`src/hdl/dlle_pkg.sv`:
```
`timescale 1ns / 1ps
`default_nettype none
// -----------------------------------------------------------------------------
// Doubly linked list engine package
// Shared widths, command and status codes, and the sequencer state type.
// -----------------------------------------------------------------------------
package dlle_pkg;

	localparam int DEF_CAPACITY = 32;
	localparam int VALUE_W      = 32;
	localparam int POS_W        = 16;
	localparam int CMD_W        = 3;
	localparam int ST_W         = 3;

	localparam logic [CMD_W-1:0] CMD_INS_HEAD = 3'd0;
	localparam logic [CMD_W-1:0] CMD_INS_TAIL = 3'd1;
	localparam logic [CMD_W-1:0] CMD_INS_POS  = 3'd2;
	localparam logic [CMD_W-1:0] CMD_DELETE   = 3'd3;
	localparam logic [CMD_W-1:0] CMD_READ     = 3'd4;

	localparam logic [ST_W-1:0] ST_OK        = 3'd0;
	localparam logic [ST_W-1:0] ST_FULL      = 3'd1;
	localparam logic [ST_W-1:0] ST_INVALID   = 3'd2;
	localparam logic [ST_W-1:0] ST_OOB       = 3'd3;
	localparam logic [ST_W-1:0] ST_NOT_FOUND = 3'd4;
	localparam logic [ST_W-1:0] ST_EMPTY     = 3'd5;

	typedef enum logic [3:0] {
		S_IDLE,
		S_INS_WR,
		S_FIX,
		S_WALK_POS,
		S_WALK_DEL,
		S_DEL_P,
		S_DEL_Q,
		S_RO_FWD,
		S_RO_BWD,
		S_EMIT
	} state_t;

	typedef enum logic [1:0] {
		M_HEAD,
		M_TAIL,
		M_MID
	} ins_mode_t;

endpackage
`default_nettype wire

```
`src/hdl/doubly_linked_list_engine_core.sv`:
```
`timescale 1ns / 1ps
`default_nettype none
// -----------------------------------------------------------------------------
// Doubly linked list engine
// Keeps an ordered list of signed values in a pool of linked nodes held in RAM.
// -----------------------------------------------------------------------------
//  Channel  Direction  Handshake             Payload
//  in       sink       in_valid / in_stall   cmd, value, position
//  out      source     out_valid / out_stall status, item_value, direction, last
//
//  Head and tail inserts write the node, then fix any neighbour; an insert
//  at a position walks to it first, a delete to the first node holding the
//  value. A read-out gives one item a cycle from the node RAM unless the
//  output stalls. The walk is bound by the single read port of the node
//  RAM. Reset empties the list at once. A stalled output holds the sequencer.
// -----------------------------------------------------------------------------
module doubly_linked_list_engine_core #(
	parameter int CAPACITY = dlle_pkg::DEF_CAPACITY
) (
	input  wire logic                              clk,
	input  wire logic                              arst_n,
	input  wire logic                              in_valid,
	output logic                                   in_stall,
	input  wire logic [dlle_pkg::CMD_W-1:0]        cmd,
	input  wire logic signed [dlle_pkg::VALUE_W-1:0] value,
	input  wire logic signed [dlle_pkg::POS_W-1:0] position,
	output logic                                   out_valid,
	input  wire logic                              out_stall,
	output logic [dlle_pkg::ST_W-1:0]              status,
	output logic signed [dlle_pkg::VALUE_W-1:0]    item_value,
	output logic                                   direction,
	output logic                                   last
);
	import dlle_pkg::*;

	localparam int LW = $clog2(CAPACITY + 1);
	localparam int AW = $clog2(CAPACITY);
	localparam int EW = VALUE_W + 2 * LW;
	localparam logic [LW-1:0] NIL = LW'(CAPACITY);
	localparam logic [LW-1:0] CAP_L = LW'(CAPACITY);

	state_t state_q, state_d;
	ins_mode_t mode_q, mode_d;
	logic [CAPACITY-1:0] used_q, used_d;
	logic [LW-1:0] head_q, head_d, tail_q, tail_d, count_q, count_d;
	logic [LW-1:0] cur_q, cur_d, aft_q, aft_d, step_q, step_d, tgt_q, tgt_d;
	logic [LW-1:0] fix_addr_q, fix_addr_d, link_q, link_d;
	logic fix_prev_q, fix_prev_d;
	logic [ST_W-1:0] st_q, st_d;
	logic [VALUE_W-1:0] val_q, val_d;

	logic out_valid_q;
	logic [ST_W-1:0] out_st_q;
	logic [VALUE_W-1:0] out_val_q;
	logic out_dir_q, out_last_q;
	logic out_ld;
	logic [ST_W-1:0] ld_st;
	logic [VALUE_W-1:0] ld_val;
	logic ld_dir, ld_last;

	logic we, re;
	logic [LW-1:0] wlink, rlink;
	logic [EW-1:0] wdata, rdata;
	logic [VALUE_W-1:0] rd_val;
	logic [LW-1:0] rd_prev, rd_next, free_idx;
	logic signed [POS_W-1:0] cnt1;

	dlle_ram #(
		.WIDTH(EW),
		.DEPTH(CAPACITY)
	) u_nodes (
		.clk  (clk),
		.we   (we),
		.waddr(wlink[AW-1:0]),
		.wdata(wdata),
		.re   (re),
		.raddr(rlink[AW-1:0]),
		.rdata(rdata)
	);

	assign rd_val  = rdata[EW-1 -: VALUE_W];
	assign rd_prev = rdata[2*LW-1:LW];
	assign rd_next = rdata[LW-1:0];
	assign cnt1    = $signed(POS_W'(count_q) + POS_W'(1));
	assign out_ld  = !out_valid_q || !out_stall;
	assign in_stall = (state_q != S_IDLE);

	always_comb begin
		free_idx = NIL;
		for (int i = CAPACITY - 1; i >= 0; i--) begin
			if (!used_q[i]) begin
				free_idx = LW'(i);
			end
		end
	end

	always_ff @(posedge clk or negedge arst_n) begin
		if (!arst_n) begin
			state_q     <= S_IDLE;
			used_q      <= '0;
			head_q      <= NIL;
			tail_q      <= NIL;
			count_q     <= '0;
			out_valid_q <= 1'b0;
		end else begin
			state_q <= state_d;
			used_q  <= used_d;
			head_q  <= head_d;
			tail_q  <= tail_d;
			count_q <= count_d;
			if (out_ld) begin
				out_valid_q <= (ld_st != ST_OK) || ld_dir || ld_last || state_q == S_RO_FWD
					? (state_q == S_EMIT || state_q == S_RO_FWD || state_q == S_RO_BWD)
					: 1'b0;
			end
		end
	end

	always_ff @(posedge clk) begin
		mode_q     <= mode_d;
		cur_q      <= cur_d;
		aft_q      <= aft_d;
		step_q     <= step_d;
		tgt_q      <= tgt_d;
		fix_addr_q <= fix_addr_d;
		fix_prev_q <= fix_prev_d;
		link_q     <= link_d;
		st_q       <= st_d;
		val_q      <= val_d;
		if (out_ld) begin
			out_st_q   <= ld_st;
			out_val_q  <= ld_val;
			out_dir_q  <= ld_dir;
			out_last_q <= ld_last;
		end
	end

	always_comb begin
		state_d    = state_q;
		mode_d     = mode_q;
		used_d     = used_q;
		head_d     = head_q;
		tail_d     = tail_q;
		count_d    = count_q;
		cur_d      = cur_q;
		aft_d      = aft_q;
		step_d     = step_q;
		tgt_d      = tgt_q;
		fix_addr_d = fix_addr_q;
		fix_prev_d = fix_prev_q;
		link_d     = link_q;
		st_d       = st_q;
		val_d      = val_q;
		we         = 1'b0;
		wlink      = cur_q;
		wdata      = rdata;
		re         = 1'b0;
		rlink      = head_q;
		ld_st      = ST_OK;
		ld_val     = rd_val;
		ld_dir     = 1'b0;
		ld_last    = 1'b0;

		unique case (state_q)
			S_IDLE: begin
				if (in_valid) begin
					val_d = value;
					st_d  = ST_OK;
					case (cmd)
						CMD_INS_HEAD, CMD_INS_TAIL: begin
							if (count_q == CAP_L) begin
								st_d    = ST_FULL;
								state_d = S_EMIT;
							end else begin
								mode_d  = (cmd == CMD_INS_HEAD) ? M_HEAD : M_TAIL;
								rlink   = (cmd == CMD_INS_HEAD) ? head_q : tail_q;
								re      = (rlink != NIL);
								state_d = S_INS_WR;
							end
						end
						CMD_INS_POS: begin
							if (position < 1) begin
								st_d    = ST_INVALID;
								state_d = S_EMIT;
							end else if (count_q == CAP_L) begin
								st_d    = ST_FULL;
								state_d = S_EMIT;
							end else if (position == 1) begin
								mode_d  = M_HEAD;
								rlink   = head_q;
								re      = (head_q != NIL);
								state_d = S_INS_WR;
							end else if (position > cnt1) begin
								st_d    = ST_OOB;
								state_d = S_EMIT;
							end else if (position == cnt1) begin
								mode_d  = M_TAIL;
								rlink   = tail_q;
								re      = (tail_q != NIL);
								state_d = S_INS_WR;
							end else begin
								mode_d  = M_MID;
								cur_d   = head_q;
								step_d  = LW'(1);
								tgt_d   = LW'(position - POS_W'(1));
								rlink   = head_q;
								re      = 1'b1;
								state_d = S_WALK_POS;
							end
						end
						CMD_DELETE: begin
							if (head_q == NIL) begin
								st_d    = ST_EMPTY;
								state_d = S_EMIT;
							end else begin
								cur_d   = head_q;
								rlink   = head_q;
								re      = 1'b1;
								state_d = S_WALK_DEL;
							end
						end
						CMD_READ: begin
							if (head_q == NIL) begin
								st_d    = ST_EMPTY;
								val_d   = '0;
								state_d = S_EMIT;
							end else begin
								rlink   = head_q;
								re      = 1'b1;
								state_d = S_RO_FWD;
							end
						end
						default: begin
						end
					endcase
				end
			end
			S_INS_WR: begin
				we = 1'b1;
				wlink = free_idx;
				used_d[free_idx[AW-1:0]] = 1'b1;
				count_d = count_q + LW'(1);
				link_d = free_idx;
				state_d = S_EMIT;
				case (mode_q)
					M_HEAD: begin
						wdata = {val_q, NIL, head_q};
						head_d = free_idx;
						fix_addr_d = head_q;
						fix_prev_d = 1'b1;
						if (head_q == NIL) begin
							tail_d = free_idx;
						end else begin
							state_d = S_FIX;
						end
					end
					M_TAIL: begin
						wdata = {val_q, tail_q, NIL};
						tail_d = free_idx;
						fix_addr_d = tail_q;
						fix_prev_d = 1'b0;
						if (tail_q == NIL) begin
							head_d = free_idx;
						end else begin
							state_d = S_FIX;
						end
					end
					default: begin
						wdata = {val_q, cur_q, aft_q};
						fix_addr_d = aft_q;
						fix_prev_d = 1'b1;
						if (aft_q == NIL) begin
							tail_d = free_idx;
						end else begin
							state_d = S_FIX;
						end
					end
				endcase
			end
			S_FIX: begin
				we = 1'b1;
				wlink = fix_addr_q;
				wdata = fix_prev_q ? {rd_val, link_q, rd_next} : {rd_val, rd_prev, link_q};
				state_d = S_EMIT;
			end
			S_WALK_POS: begin
				if (step_q == tgt_q) begin
					we = 1'b1;
					wlink = cur_q;
					wdata = {rd_val, rd_prev, free_idx};
					aft_d = rd_next;
					rlink = rd_next;
					re = (rd_next != NIL);
					state_d = S_INS_WR;
				end else begin
					cur_d = rd_next;
					rlink = rd_next;
					re = 1'b1;
					step_d = step_q + LW'(1);
				end
			end
			S_WALK_DEL: begin
				if (rd_val == val_q) begin
					used_d[cur_q[AW-1:0]] = 1'b0;
					count_d = count_q - LW'(1);
					cur_d = rd_prev;
					aft_d = rd_next;
					if (rd_prev != NIL) begin
						rlink = rd_prev;
						re = 1'b1;
						state_d = S_DEL_P;
					end else begin
						head_d = rd_next;
						if (rd_next != NIL) begin
							rlink = rd_next;
							re = 1'b1;
							state_d = S_DEL_Q;
						end else begin
							tail_d = rd_prev;
							state_d = S_EMIT;
						end
					end
				end else if (rd_next == NIL) begin
					st_d = ST_NOT_FOUND;
					state_d = S_EMIT;
				end else begin
					cur_d = rd_next;
					rlink = rd_next;
					re = 1'b1;
				end
			end
			S_DEL_P: begin
				we = 1'b1;
				wlink = cur_q;
				wdata = {rd_val, rd_prev, aft_q};
				if (aft_q != NIL) begin
					rlink = aft_q;
					re = 1'b1;
					state_d = S_DEL_Q;
				end else begin
					tail_d = cur_q;
					state_d = S_EMIT;
				end
			end
			S_DEL_Q: begin
				we = 1'b1;
				wlink = aft_q;
				wdata = {rd_val, cur_q, rd_next};
				state_d = S_EMIT;
			end
			S_RO_FWD: begin
				if (out_ld) begin
					re = 1'b1;
					if (rd_next != NIL) begin
						rlink = rd_next;
					end else begin
						rlink = tail_q;
						state_d = S_RO_BWD;
					end
				end
			end
			S_RO_BWD: begin
				ld_dir = 1'b1;
				ld_last = (rd_prev == NIL);
				if (out_ld) begin
					if (rd_prev != NIL) begin
						rlink = rd_prev;
						re = 1'b1;
					end else begin
						state_d = S_IDLE;
					end
				end
			end
			S_EMIT: begin
				ld_st = st_q;
				ld_val = val_q;
				ld_last = 1'b1;
				if (out_ld) begin
					state_d = S_IDLE;
				end
			end
			default: begin
				state_d = S_IDLE;
			end
		endcase
	end

	assign out_valid  = out_valid_q;
	assign status     = out_st_q;
	assign item_value = out_val_q;
	assign direction  = out_dir_q;
	assign last       = out_last_q;

	a_count_range: assert property (@(posedge clk) disable iff (!arst_n)
		count_q <= CAP_L)
		else $error("entry count exceeds capacity");

	a_count_used: assert property (@(posedge clk) disable iff (!arst_n)
		$countones(used_q) == int'(count_q))
		else $error("entry count disagrees with used nodes");

	a_head_empty: assert property (@(posedge clk) disable iff (!arst_n)
		(head_q == NIL) == (count_q == '0))
		else $error("head pointer disagrees with entry count");

	a_tail_empty: assert property (@(posedge clk) disable iff (!arst_n)
		(tail_q == NIL) == (head_q == NIL))
		else $error("head and tail disagree on an empty list");

	a_idle_no_write: assert property (@(posedge clk) disable iff (!arst_n)
		state_q == S_IDLE |-> !we)
		else $error("node RAM written while idle");

endmodule
`default_nettype wire

```
`src/hdl/dlle_ram.sv`:
```
`timescale 1ns / 1ps
`default_nettype none
// -----------------------------------------------------------------------------
// Generic RAM
// One write port and one read port with registered read data.
// -----------------------------------------------------------------------------
module dlle_ram #(
	parameter int WIDTH = 8,
	parameter int DEPTH = 32
) (
	input  wire logic                     clk,
	input  wire logic                     we,
	input  wire logic [$clog2(DEPTH)-1:0] waddr,
	input  wire logic [WIDTH-1:0]         wdata,
	input  wire logic                     re,
	input  wire logic [$clog2(DEPTH)-1:0] raddr,
	output logic      [WIDTH-1:0]         rdata
);

	logic [WIDTH-1:0] mem [DEPTH];

	always_ff @(posedge clk) begin
		if (we) begin
			mem[waddr] <= wdata;
		end
		if (re) begin
			rdata <= mem[raddr];
		end
	end

endmodule
`default_nettype wire
```
`config.mk`:
```
export PLATFORM = sky130hd
export DESIGN_NAME = doubly_linked_list_engine_core
export DESIGN_NICKNAME = d
export VERILOG_FILES = /design/src/hdl/dlle_pkg.sv /design/src/hdl/doubly_linked_list_engine_core.sv /design/src/hdl/dlle_ram.sv
export SDC_FILE = /design/constraint.sdc
export NUM_CORES = 2
export LEC_CHECK = 0
export ABC_AREA = 1
export BUFFER_PORTS_ARGS = -buffer_cell sky130_fd_sc_hd__buf_2
export CAP_MARGIN = 20
export CORE_ASPECT_RATIO = 0.8
export CORE_MARGIN = 2
export CORE_UTILIZATION = 60
export CTS_CLUSTER_DIAMETER = 50
export DETAILED_ROUTE_END_ITERATION = 8
export GPL_ROUTABILITY_DRIVEN = 1
export MAX_ROUTING_LAYER = met4
export PLACE_DENSITY = 0.76
export SETUP_SLACK_MARGIN = 0.3
export SYNTH_ARGS = -nofsm -noshare
export SYNTH_HDL_FRONTEND = slang
export SYNTH_HIERARCHICAL = 1
export SYNTH_SLANG_ARGS = --single-unit
```
`constraint.sdc`:
```
create_clock -name clk -period 7.37 [get_ports clk]
set_clock_uncertainty 0.1 [all_clocks]
set_input_delay 0.3685 -clock clk [delete_from_list [all_inputs] [get_ports clk]]
set_output_delay 0.3685 -clock clk [all_outputs]
set_load 0.1 [all_outputs]
```
# After elaboration in Yosys (flattened, before gate mapping)
# Memories as Yosys holds them, arrays and structs flattened. A register that Yosys moved wholly into a read port is not among the register bits.
# Index checks and enable logic that the tools add are counted.
[word_totals]
mem_bits_rw = 1408
ff_bits = 165
elab_cells = 323
n_memories = 1
[mem_list]
columns = ["memory", "depth", "width", "rd", "rd_clocked_by_memory_dff", "wr", "line_no", "rtl"]
rows = [
  ["u_nodes.mem", 32, 44, 1, 1, 1, "dlle_ram.sv:20", "logic [WIDTH-1:0] mem [DEPTH];"],
]
[op_classes]
n_mux = 178
reduce_logical = 37
n_bitwise = 8
eq_ne = 68
add_sub_neg = 5
magnitude_cmp = 6
[ops]
columns = ["op", "n"]
rows = [
  ["two-way mux 6 bit", 64],
  ["case mux 44 bit (5 select lines)", 1],
  ["two-way mux 32 bit", 4],
  ["two-way mux 4 bit", 22],
  ["case mux 6 bit (2 select lines)", 7],
  ["two-way mux 5 bit", 16],
  ["case mux 32 bit (2 select lines)", 1],
  ["!= test 2 bit (second input constant)", 22],
  ["equality test 6 bit (second input constant)", 6],
  ["!= test 3 bit (second input constant)", 12],
  ["!= test 6 bit (second input constant)", 6],
  ["case mux 4 bit (9 select lines)", 1],
  ["case mux 6 bit (3 select lines)", 2],
  ["bitwise AND 32 bit", 1],
  ["equality test 32 bit", 1],
  ["NOT 32 bit", 1],
  ["OR 32 bit", 1],
  ["case mux 5 bit (6 select lines)", 1],
  ["two-way mux 1 bit", 27],
  ["case mux 12 bit (2 select lines)", 1],
  ["two-way mux 2 bit", 11],
  ["case mux 5 bit (2 select lines)", 2],
  ["AND reduction 9 bit", 2],
  ["equality test 16 x 2 -> 1 bit (second input constant)", 1],
  ["53 further kinds", 89],
]

# Longest topological paths before layout
[depth]
ltp_word = 38
depth_mapped = 38

# By module
# The synthesis kept the hierarchy.
[by_module_without_submodules]
columns = ["mod", "area_per_inst_um2", "n_inst", "cells_per_inst"]
rows = [
  ["dlle_ram", 58053.2, 1, 4842],
  ["doubly_linked_list_engine_core", 10794.1, 1, 1460],
]

# Worst setup path after synthesis
# Ideal clock, no wire load.
[synth_timing]
kind = "register -> register"
start = "reg state_q[1]"
end = "reg cur_q[0], enable pin"
stages_incl_launch_ff = 8
arrival_ps = 4939
setup_slack_ps = 1926
required_ps = 6865
setup_ps = 405
n_path_buf = 0
cell_sequence = "dfrtp_1 -> nor2_1 -> inv_1 -> nor2_1 -> clkinv_1 -> nor2_1 -> a31oi_1 -> a2111oi_0"
[synth_via]
elab_chain_cells = 3
elab_cells_between_ends = 15
cone_classes = "eq/ne (12); reduce/logical (3)"
[synth_rtl]
columns = ["item", "line_no", "rtl"]
rows = [
  ["from (decl)", "doubly_linked_list_engine_core.sv:42", "state_t state_q, state_d;"],
  ["from (signal assigned)", "doubly_linked_list_engine_core.sv:106", "state_q <= state_d;"],
  ["equality test 4 x 3 -> 1 bit, or another cell as far along", "doubly_linked_list_engine_core.sv:164", "unique case (state_q)"],
  ["!= test 3 bit (no source line), or another cell as far along", "--", ""],
  ["AND reduction 11 bit (no source line) *", "--", ""],
  ["to (signal assigned)", "doubly_linked_list_engine_core.sv:121", "cur_q <= cur_d;"],
  ["to (decl)", "doubly_linked_list_engine_core.sv:46", "logic [LW-1:0] cur_q, cur_d, aft_q, aft_d, step_q, step_d, tgt_q, tgt_d;"],
]
# Every way passes the cells marked *; elsewhere a longest branch is shown, timed or not.
# A chain may end at the register's enable or synchronous reset.

# Final worst setup path
[layout_timing]
start = "reg count_q[0]"
end = "reg u_nodes.rdata[12], read port of u_nodes.mem, data pin"
[layout_via]
elab_chain_cells = 10
elab_cells_between_ends = 22
cone_classes = "add/sub (1); order compare (1); eq/ne (2); mux (18)"
[layout_rtl]
columns = ["item", "line_no", "rtl"]
rows = [
  ["from (decl)", "doubly_linked_list_engine_core.sv:45", "logic [LW-1:0] head_q, head_d, tail_q, tail_d, count_q, count_d;"],
  ["from (signal assigned)", "doubly_linked_list_engine_core.sv:110", "count_q <= count_d;"],
  ["branches (longest 7 deep; another with > comparator 16 x 8 -> 1 bit)", "--", ""],
  ["case mux 5 bit (2 select lines) *", "doubly_linked_list_engine_core.sv:169", "case (cmd)"],
  ["two-way mux 5 bit *", "doubly_linked_list_engine_core.sv:166", "if (in_valid) begin"],
  ["case mux 5 bit (6 select lines) *", "doubly_linked_list_engine_core.sv:164", ""],
  ["named net rlink[1]", "doubly_linked_list_engine_core.sv:62", "logic [LW-1:0] wlink, rlink;"],
  ["to (decl)", "dlle_ram.sv:17", "output logic [WIDTH-1:0] rdata"],
]
# Mark *: on every way through the listed nets, which the timed path passes.

==> flow_metrics.py <==
metrics = {
    "floorplanning": {
        "die_w_um": 382.7,
        "start_util_pct": 60.31,
        "rows": 111,
        "design.core.area_mm2": 0.1142,
        "fp.dieArea_mm2": 0.1175,
        "die_h_um": 307.0,
        "ios": 94,
    },
    "routing": {
        "drcViolationCount": 0,
        "via_per_inst": 6.250,
        "routedWlPerCell_um": 26.42,
        "dr_total_vias": 50466,
        "ant_nets": 0,
        "dr.pass1.iters": 6,
        "drtIter0Drc": 8581,
        "wirelength_um": 213300,
    },
    "global_route": {
        "grt_max_degree": 138,
        "first_global_vias": 47720,
        "grt.met3_usage_pct": 6.501,
        "grtUsageMet1_pct": 52.29,
        "antenna_found_initial": 2,
        "gr-usage-met2_pct": 54.07,
        "grt-busiest-layer": "met2",
        "overflow": 0,
        "grt_pass1_wl_um": 310600,
        "track_usage_pct": 37.38,
    },
    "status": {
        "status": "completed",
    },
    "setup_path": {
        "cp_common_cell": "nand2_1",
        "worst_ep_arrival_time_ps": 6650,
        "critPathKind": "flip-flop to flip-flop",
        "max_stage_delay_ps": 720,
        "startpoint": "count_q[0]",
        "crit_path_top_delay_cell": "a2111oi_0",
        "start_kind": "flip-flop",
        "cp-end-kind": "flip-flop",
        "worst_ep_required_time_ps": 7830,
        "r2r_start": "count_q[0]",
        "crit_fanout": 81,
    },
    "clock_network": {
        "cts_buffer_depth": 3,
        "htree_levels": 4,
        "cts_root_buf": "clkbuf_16",
        "numCtsBuffers": 157,
        "cts.sinks": 1617,
        "cts.repair.resized": 0,
        "cts_tree": "yes",
        "clk_pin_slew_worst_paths_ps": 60,
        "clk_latency_ps": 810,
        "cts_setup_buffers": 0,
    },
    "synthesis": {
        "syn_nets": 6374,
        "ys_warn_count": 6,
        "synth_compound_area_share_pct": 2.922,
        "synth.avg_cell_area_um2": 10.92,
        "synth_edf_count": 1562,
        "synth_top_family_by_area": "simple AND/OR/NAND/NOR gates",
        "synthXorXnorAreaFrac_pct": 0.2163,
        "synth_flop_cell": "edfxtp_1",
        "synthAdderAreaFrac_pct": 0.3199,
        "seq_area_frac_synth_pct": 70.13,
        "synth.cell_area_mm2": 0.06885,
        "ys_seq_elements": 1617,
        "yosys-mux-area-fraction_pct": 0.03271,
        "syn_inst": 6302,
        "yosys.area.top_type_share_pct": 68.13,
        "ys_types": 54,
        "ys_top_cells_by_area": "edfxtp_1, nand2_1, nand3_1",
        "synth_top_cell_by_area": "edfxtp_1",
        "synth_simple_gate_area_share_pct": 22.46,
        "synth-async-reset-ratio_pct": 3.401,
    },
    "placement": {
        "dpl-instance-area_mm2": 0.07169,
        "dp_slack_ps": 1408,
        "place_congestion": 1.073,
        "port-buffer-count": 93,
        "hpwl_um": 117900,
    },
    "timing": {
        "final_max_slew_viol_count": 0,
        "rsz0062_at_grt": "false",
        "fin_crit_sh_pct": 84.09,
        "setup_tns_ps": 0,
        "setup_slack_ps": 1173,
        "min_period_ps": 6197,
        "clock.fmax_mhz": 161.4,
        "setup_viol": 0,
        "tightest_slew_ps": 1180,
        "hold_viol_final": 0,
        "relSlewSlack_pct": 21.36,
    },
    "finish": {
        "areaGrowthSynthToFinish_pct": 12.35,
        "post-route-util_pct": 67.76,
        "fill_cells": 8153,
        "layout_common_cells": "nand2_1, edfxtp_1, nand3_1",
        "nets": 6500,
        "fin_area_mm2": 0.07735,
        "drive_gt1_share_pct": 8.735,
        "final_common_cell": "nand2_1",
    },
    "min_path": {
        "hold_start": "cmd[2]",
        "holdCritPathClass": "primary input to flip-flop",
    },
    "job": {
        "maxCapViolations": 0,
    },
}
final timing paths:
| check | end | slack, ps | cells past startpoint |
|---|---|---|---|
| worst min-delay path | val_q[6] | 70 | 4 |
| min in group asynchronous | used_q[17] | 180 | 3 |
| max in group asynchronous | state_q[2] | 6370 | 3 |
| worst min register to register | used_q[6] | 420 | 2 |
| worst max register to register | u_nodes/rdata[12] | 1170 | 29 |
| worst max-delay path | u_nodes/rdata[12] | 1170 | 29 |
per-stage QoR:
stage	instances	hold WS, ps
2_1_floorplan	6302	-27.09
3_3_place_gp	7719	399.6
3_5_place_dp	7730	403.7
4_1_cts	8056	26.75
5_1_grt	8074	115.0
6_report	8075	72.86
flip-flops by register name (all words and copies together), names as in the netlist:
register and cells:
aft_q 6, count_q 6, cur_q 6, direction 1
fix_addr_q 5, fix_prev_q 1, head_q 6, item_value 32
last 1, link_q 6, mode_q 2, out_valid 1
st_q 3, state_q 4, status 3, step_q 6
tail_q 6, tgt_q 6, u_nodes/mem 1408, u_nodes/rdata 44
used_q 32, val_q 32
worst max-delay path: cells and delay by family, from the launching register on:
kind	cells	cell delay [ps]
buffers and inverters	4	1290
AO/OA/AOI/OAI	5	1310
adder cells (fa/ha/maj)	2	490
flip-flops	1	420
AND/OR/NAND/NOR	18	2260
kinds of logic after synthesis:
| kind of cell | count (synthesis) |
|---|---|
| and+or+nand+nor | 3693 |
| DFF | 1617 |
| buffers and inverters | 611 |
| AOI/OAI and AO/OA | 345 |
| xor gates and xnor gates | 17 |
| adders and majority gates | 17 |
| muxes | 2 |
synthesized netlist by cell type, drive strengths merged, types with 16 or more instances:
cell type     n
nand2      2294
edfxtp     1562
nand3      1111
inv         269
buf         260
nor2        212
o21ai       160
a21oi        85
clkbuf       78
dfrtp        53
nor3         27
nand4        25
ha           16
o2111ai      16
o22ai        16
final cells by class:
type / count / area (um2) / area share (%)
Clock inverter: 72 / 643.1 / 0.8314
Multi-Input combinational cell: 4074 / 18360 / 23.74
Timing Repair Buffer: 305 / 2859 / 3.696
Inverter: 273 / 1050 / 1.357
Tap cell: 1525 / 1908 / 2.467
Sequential cell: 1617 / 48280 / 62.42
Clock buffer: 207 / 4242 / 5.483
Antenna cell: 2 / 5.005 / 0.006470
layer usage:
| metal | wire length [um] | up-vias |
|---|---|---|
| met2 | 94710 | 3645 |
| met5 | 0 | - |
| met3 | 26420 | 603 |
| met1 | 81470 | 24129 |
| li1 | - | 22089 |
| met4 | 10720 | 0 |
repair_timing:
action	4_1_cts	5_1_grt
setup endpoints to repair	0	0
hold endpoints to repair	103	0
hold buffers	47	0
Power is not shown: default switching activity piles up to over one toggle a cycle in this logic, so the estimate is an artifact.
